File: src/xml_esc_pkg.sv
package xml_esc_pkg;

    // Entity table geometry
    localparam int NUM_ENT  = 4;
    localparam int MAX_HELD = 5;
    localparam int MAX_OUT  = 6;

    // Mode register codes
    localparam logic MODE_ESCAPE   = 1'b0;
    localparam logic MODE_UNESCAPE = 1'b1;

    // Register map
    localparam int          ADDR_W   = 2;
    localparam logic [1:0]  REG_MODE = 2'd0;

    // Characters
    localparam logic [7:0] CHAR_AMP = 8'h26;

    // Entity spellings, entity characters and lengths
    localparam logic [7:0] ENT_TEXT [NUM_ENT][MAX_OUT] = '{
        '{8'h26, 8'h6c, 8'h74, 8'h3b, 8'h00, 8'h00},
        '{8'h26, 8'h67, 8'h74, 8'h3b, 8'h00, 8'h00},
        '{8'h26, 8'h61, 8'h6d, 8'h70, 8'h3b, 8'h00},
        '{8'h26, 8'h71, 8'h75, 8'h6f, 8'h74, 8'h3b}
    };
    localparam logic [7:0] ENT_CHAR [NUM_ENT] = '{8'h3c, 8'h3e, 8'h26, 8'h22};
    localparam logic [2:0] ENT_LEN  [NUM_ENT] = '{3'd4, 3'd4, 3'd5, 3'd6};

    // Input item
    typedef struct packed {
        logic [7:0] in_byte;
        logic       string_end;
    } in_item_t;

    // Result item
    typedef struct packed {
        logic [7:0] out_byte;
        logic       run_last;
        logic       out_string_end;
    } out_item_t;

endpackage

File: src/xml_entity_escape_unescape.sv
// XML entity escape/unescape byte stream converter. Mode 0 escapes < > & and
// double quote into &lt; &gt; &amp; &quot;; mode 1 turns those four entities back
// into their characters, holding an unfinished '&' prefix until it completes, fails
// (held bytes are passed through literally) or the string ends (flushed literally).
// Writing the mode register drops any held prefix; write it only while idle.
// Each accepted item is converted in the cycle it is taken and its result bytes
// (zero to six) are loaded into an output shift buffer that sends one byte per
// cycle while the output is not stalled. The next item is held off while more
// than one result byte is left in the buffer, or while the last one is stalled,
// so a new item can be taken as the last byte of the previous one is sent.
// run_last marks the last byte of an item and out_string_end the last byte of
// a string.
module xml_entity_escape_unescape (
    input  logic                                clk,
    input  logic                                rst_n,
    // Input channel
    input  logic                                src_valid,
    output logic                                src_stall,
    input  xml_esc_pkg::in_item_t               src_data,
    // Output channel
    output logic                                dst_valid,
    input  logic                                dst_stall,
    output xml_esc_pkg::out_item_t              dst_data,
    // Configuration port
    input  logic                                psel,
    input  logic                                penable,
    input  logic                                pwrite,
    input  logic [xml_esc_pkg::ADDR_W-1:0]      paddr,
    input  logic [31:0]                         pwdata,
    output logic [31:0]                         prdata,
    output logic                                pready
);

    // Configuration and held prefix
    logic       mode_reg;
    logic [2:0] pend_reg;
    logic [2:0] pend_next;
    logic [7:0] held_reg [xml_esc_pkg::MAX_HELD];

    // Output shift buffer
    logic [7:0] obuf_reg  [xml_esc_pkg::MAX_OUT];
    logic [7:0] obuf_next [xml_esc_pkg::MAX_OUT];
    logic [2:0] ocnt_reg;
    logic [2:0] ocnt_next;
    logic       oend_reg;
    logic       oend_next;

    // Conversion results for the offered item
    logic [7:0] cand      [xml_esc_pkg::MAX_OUT];
    logic [7:0] list      [xml_esc_pkg::MAX_OUT];
    logic [2:0] list_cnt;
    logic [2:0] conv_pend;
    logic       hold_wr;
    logic       start_amp;

    logic       in_acc;
    logic       out_acc;
    logic       cfg_wr;

    // Handshakes
    assign out_acc   = dst_valid && !dst_stall;
    assign dst_valid = (ocnt_reg != 3'd0);
    assign src_stall = (ocnt_reg > 3'd1) || ((ocnt_reg == 3'd1) && dst_stall);
    assign in_acc    = src_valid && !src_stall;

    // Drive the head of the buffer
    assign dst_data.out_byte       = obuf_reg[0];
    assign dst_data.run_last       = (ocnt_reg == 3'd1);
    assign dst_data.out_string_end = (ocnt_reg == 3'd1) && oend_reg;

    // Configuration access
    assign pready = 1'b1;
    assign cfg_wr = psel && penable && pwrite && (paddr == xml_esc_pkg::REG_MODE);
    assign prdata = (paddr == xml_esc_pkg::REG_MODE) ? {31'd0, mode_reg} : 32'd0;

    // Convert the offered item against the held prefix
    always_comb
    begin
        logic [7:0] b;
        logic       last;
        logic       esc_hit;
        logic [1:0] esc_k;
        logic       full_hit;
        logic [1:0] full_k;
        logic       part_hit;
        logic       ok;
        logic [2:0] len;

        b        = src_data.in_byte;
        last     = src_data.string_end;
        len      = pend_reg + 3'd1;
        esc_hit  = 1'b0;
        esc_k    = 2'd0;
        full_hit = 1'b0;
        full_k   = 2'd0;
        part_hit = 1'b0;

        // Candidate: held bytes followed by the new byte
        for (int i = 0; i < xml_esc_pkg::MAX_OUT; i++)
            cand[i] = b;
        for (int i = 0; i < xml_esc_pkg::MAX_HELD; i++)
        begin
            if (3'(i) < pend_reg)
                cand[i] = held_reg[i];
        end

        // Match the candidate against each entity
        for (int k = 0; k < xml_esc_pkg::NUM_ENT; k++)
        begin
            if (b == xml_esc_pkg::ENT_CHAR[k])
            begin
                esc_hit = 1'b1;
                esc_k   = 2'(k);
            end
            ok = 1'b1;
            for (int i = 0; i < xml_esc_pkg::MAX_OUT; i++)
            begin
                if (3'(i) <= pend_reg && cand[i] != xml_esc_pkg::ENT_TEXT[k][i])
                    ok = 1'b0;
            end
            if (ok && xml_esc_pkg::ENT_LEN[k] == len)
            begin
                full_hit = 1'b1;
                full_k   = 2'(k);
            end
            if (ok && xml_esc_pkg::ENT_LEN[k] > len)
                part_hit = 1'b1;
        end

        // Select the emitted bytes and the new prefix
        list      = cand;
        list_cnt  = 3'd0;
        conv_pend = pend_reg;
        hold_wr   = 1'b0;
        start_amp = 1'b0;
        if (mode_reg == xml_esc_pkg::MODE_ESCAPE)
        begin
            if (esc_hit)
            begin
                list     = xml_esc_pkg::ENT_TEXT[esc_k];
                list_cnt = xml_esc_pkg::ENT_LEN[esc_k];
            end
            else
            begin
                list[0]  = b;
                list_cnt = 3'd1;
            end
        end
        else if (full_hit)
        begin
            list[0]   = xml_esc_pkg::ENT_CHAR[full_k];
            list_cnt  = 3'd1;
            conv_pend = 3'd0;
        end
        else if (part_hit)
        begin
            if (last)
            begin
                list_cnt  = len;
                conv_pend = 3'd0;
            end
            else
            begin
                hold_wr   = 1'b1;
                conv_pend = len;
            end
        end
        else
        begin
            if (b == xml_esc_pkg::CHAR_AMP && !last)
            begin
                list_cnt  = pend_reg;
                conv_pend = 3'd1;
                start_amp = 1'b1;
            end
            else
            begin
                list_cnt  = len;
                conv_pend = 3'd0;
            end
        end
    end

    // Next held count
    always_comb
    begin
        pend_next = pend_reg;
        if (cfg_wr)
            pend_next = 3'd0;
        else if (in_acc)
            pend_next = conv_pend;
    end

    // Advance the output buffer and load a new item's bytes
    always_comb
    begin
        obuf_next = obuf_reg;
        ocnt_next = ocnt_reg;
        oend_next = oend_reg;
        if (out_acc)
        begin
            for (int i = 0; i < xml_esc_pkg::MAX_OUT - 1; i++)
                obuf_next[i] = obuf_reg[i+1];
            ocnt_next = ocnt_reg - 3'd1;
        end
        if (in_acc)
        begin
            obuf_next = list;
            ocnt_next = list_cnt;
            oend_next = src_data.string_end;
        end
    end

    // Control registers
    always_ff @(posedge clk or negedge rst_n)
    begin
        if (!rst_n)
        begin
            mode_reg <= xml_esc_pkg::MODE_ESCAPE;
            pend_reg <= 3'd0;
            ocnt_reg <= 3'd0;
        end
        else
        begin
            if (cfg_wr)
                mode_reg <= pwdata[0];
            pend_reg <= pend_next;
            ocnt_reg <= ocnt_next;
        end
    end

    // Payload registers
    always_ff @(posedge clk)
    begin
        obuf_reg <= obuf_next;
        oend_reg <= oend_next;
        for (int i = 0; i < xml_esc_pkg::MAX_HELD; i++)
        begin
            if (in_acc && hold_wr && pend_reg == 3'(i))
                held_reg[i] <= src_data.in_byte;
            else if (in_acc && start_amp && i == 0)
                held_reg[i] <= xml_esc_pkg::CHAR_AMP;
        end
    end

endmodule

File: config.mk
export PLATFORM = sky130hd
export DESIGN_NAME = xml_entity_escape_unescape
export DESIGN_NICKNAME = d
export VERILOG_FILES = /design/src/xml_esc_pkg.sv /design/src/xml_entity_escape_unescape.sv
export SDC_FILE = /design/constraint.sdc
export NUM_CORES = 1
export LEC_CHECK = 0
export BUFFER_PORTS_ARGS = -buffer_cell sky130_fd_sc_hd__buf_2
export CORE_ASPECT_RATIO = 2
export CORE_MARGIN = 8
export CORE_UTILIZATION = 50
export DETAILED_ROUTE_END_ITERATION = 10
export MAX_ROUTING_LAYER = met4
export PLACE_DENSITY = 0.77
export SLEW_MARGIN = 20
export SYNTH_ARGS = -nofsm -noshare
export SYNTH_HDL_FRONTEND = slang
export SYNTH_SLANG_ARGS = --single-unit
File: constraint.sdc
create_clock -name clk -period 3.7 [get_ports clk]
set_clock_uncertainty 0.05 [all_clocks]
set_input_delay 0.555 -clock clk [delete_from_list [all_inputs] [get_ports clk]]
set_output_delay 0.555 -clock clk [all_outputs]
set_load 0.03 [all_outputs]
==> qor.txt <==
Status: finished, final reports clean
Comb pwr share: 33.1%
H-Tree Depth: 3
Flop2flop setup slack: 0.11 ns
TritonCTS Sinks: 96
Period utilisation layout: 97.1%
Dpl cell area: 6360 um^2
Crit-path slowest cell: dfrtp_1
M1 WL: 5.88 mm
IO Pins: 95
# diodes: 0
CP max stage delay: 0.41 ns
Mapped Avg Cell Area: 10.0 um^2
CP max FO: 15
Routability cong.: 0.996
Initial DRC Count: 422
GRT Overall Usage: 23.0%
Switching share of power: 34.6%
Slew Limit Fails: 0
Slew Limit Headroom: 57.6%
Sequential power share: 43.6%
Post-Syn Instances: 574
Area grow syn2layout: 16.5%
Pint: 2.49 mW
Overall Power: 3.81 mW
Distinct cells, synth: 70
Die area: 15400 um^2
Share of layout cells above drive strength 1: 23.9%
Critical path type: flip-flop to flip-flop
Most common cell after layout, fill and taps aside: edfxtp_1
Lkg Pwr: 2.65 nW
Most frequent cells in the layout: edfxtp_1 (89), buf_4 (82), nand2_1 (79), nor2_1 (41), o21ai_0 (37)
DR top layer: met4
Port Buffer Count: 31
Post-route worst setup slack: 0.109 ns
Fmax: 278 MHz
Nets: 706
Initial antenna violation count: 0
Synth Register Bits: 96
Peak supply drop: 356 uV
Cell mode on critical path: buf_4
Routed length on met3: 861 um
Cell Area, Synth: 5750 um^2
Filler instances: 956
Cell family contributing the most delay on the critical path: simple AND/OR/NAND/NOR gates
Die Wd: 91.8 um
# rows: 55
Vias in the first global route: 4768
Post-DR wirelength/cell: 21.4 um
Sw Pwr: 1.32 mW
CORE AREA: 11300 um^2
CTS Buf Count: 9
Synth Flop Type: edfxtp_1
Crit path DAT: 3.59 ns
Clock power share: 23.2%
Final hold slack: 0.350 ns
Residual DRC: 0
Die height: 168 um
Via count: 4714
MaxCap Viol Count: 0
Critical path launch point type: flip-flop
Final setup viols: 0
RSZ-0062 raised after global routing: false
Clock slew at reported path FFs: 0.07 ns
Post-Place Worst Slack: -0.380 ns
R2r worst-path depth: 13
Largest net degree at the start of global routing: 59
Synth warn: 0
Critical path buffer and inverter count: 5
GRT Residual Overflow: 0
Worst path required time: 3.70 ns
Routed WL: 17.0 mm
Via-to-Cell Ratio: 5.93
Post-synthesis sequential area ratio: 49.6%
Post-detail-place hpwl: 12.9 mm
Reg2Reg Capture Point: held_reg[0][31]$_DFFE_PP_
Time the worst path needs with I/O delays and setup: 3.59 ns
Setup_tns: 0 ns
DR WL met2: 8.83 mm
Hold Crit Endpoint: mode_reg$_DFFE_PN0P_
Slew @ Worst Pin: 0.634 ns
TritonRoute pass-1 iters: 4
CP Cell Sequence: buf_12 -> a21oi_1 -> buf_4 -> buf_4 -> mux2i_1 -> nand4_1 -> a21o_1 -> nor3_1 -> or2_2 -> nand2_1 -> buf_4 -> nor4_4 -> buf_4
CTS tree: done
Hold Violations, Final: 0
First-pass GRT wire length: 26.1 mm
Clock root cell: clkbuf_16
Number of flops mapped to enable cells by yosys: 89
Initial Utilization: 50.9%
Clock tree buffer depth: 2
Worst skew pair latency: 0.35 ns
Reg2reg start: pend_reg[2]$_DFFE_PN0P_
CP endpoint kind: flip-flop
Hold Crit Class: input pin to flip-flop
Synth async-reset ratio: 7.29%
Antenna-violating nets left: 0
Worst Min Path Start: pwdata[0]
Final instance area: 6690 um^2
Power Density: 570 nW/um^2
WHS Path Cells: 3
## synth_stat cells, drive strengths merged, types with 9 or more instances
master / count / share of area [%]
edfxtp: 89 / 47
nand2: 79 / 5.2
buf: 47 / 6.0
nor2: 42 / 2.7
o21ai: 40 / 3.5
clkbuf: 36 / 2.4
a21oi: 26 / 2.3
nor3: 16 / 1.4
mux2i: 15 / 2.6
inv: 12 / 0.78
nand2b: 10 / 1.1
a31oi: 9 / 1.2
## metal layers
metal | track usage [%] | vias to the layer above
li1 | - | 2193
met1 | 21.3 | 2248
met2 | 39.7 | 204
met3 | 4.43 | 69
met4 | 19.1 | 0
met5 | - | -
## tightest hold or removal path, delay by kind of cell
family        cells  cell delay (ns)
buf+inv           1             0.07
simple gates      2             0.09
## timing repair
action | 4_1_cts | 5_1_grt
resized for setup | 3 | 3
hold endpoints to repair | 7 | 0
setup buffers | 0 | 1
setup endpoints to repair | 24 | 29
pin swaps | 0 | 1
hold buffers | 1 | 0
## worst max-delay path by stage
| stage | start | endpoint | cells after the start |
|---|---|---|---|
| 2_1_floorplan | src_data[1] | held_reg[0][16]$_DFFE_PP_ | 9 |
| 3_3_place_gp | src_data[3] | held_reg[0][8]$_DFFE_PP_ | 10 |
| 3_5_place_dp | src_data[3] | held_reg[0][9]$_DFFE_PP_ | 10 |
| 4_1_cts | pend_reg[2]$_DFFE_PN0P_ | held_reg[0][36]$_DFFE_PP_ | 12 |
| 5_1_grt | pend_reg[1]$_DFFE_PN0P_ | held_reg[0][2]$_SDFFCE_PP1P_ | 13 |
| 6_report | pend_reg[2]$_DFFE_PN0P_ | held_reg[0][31]$_DFFE_PP_ | 13 |
## cell families (layout without fill, tap and decap cells)
kind of cell | count (synthesis) | in the layout | synth area share [%]
buf+inv | 96 | 145 | 9.21
mux | 23 | 23 | 4.18
other cells | 2 | 32 | 0.131
fa+ha+maj | 8 | 8 | 1.74
simple gates | 218 | 218 | 19.9
compound gates | 130 | 130 | 15.1
xor+xnor | 1 | 1 | 0.152
flops | 96 | 96 | 49.6
## per-stage QoR
stage	std cells	utilization (%)
finish	795	59.3
global route	795	59.3
CTS	794	59.1
detailed placement	777	56.4
global placement	777	56.4
floorplan	604	-
## cell type report
cell class | instances | area [um^2] | share of cell area, %
Tap cell | 142 | 178 | 2.65
Multi-Input combinational cell | 412 | 2520 | 37.7
Inverter | 13 | 48.8 | 0.729
Sequential cell | 96 | 2850 | 42.5
Clock buffer | 10 | 229 | 3.42
Timing Repair Buffer | 116 | 821 | 12.3
Clock inverter | 6 | 48.8 | 0.729
## power by group through the flow
stage	Sequential, mW	Clock, mW	Combinational [mW]
detailed placement	1.68	0	1.25
finish	1.66	0.886	1.26
floorplan	1.66	0	0.941
global placement	1.67	0	1.21
CTS	1.66	0.898	1.26
global route	1.69	0.937	1.38
Power figures use the tool's default switching activity.
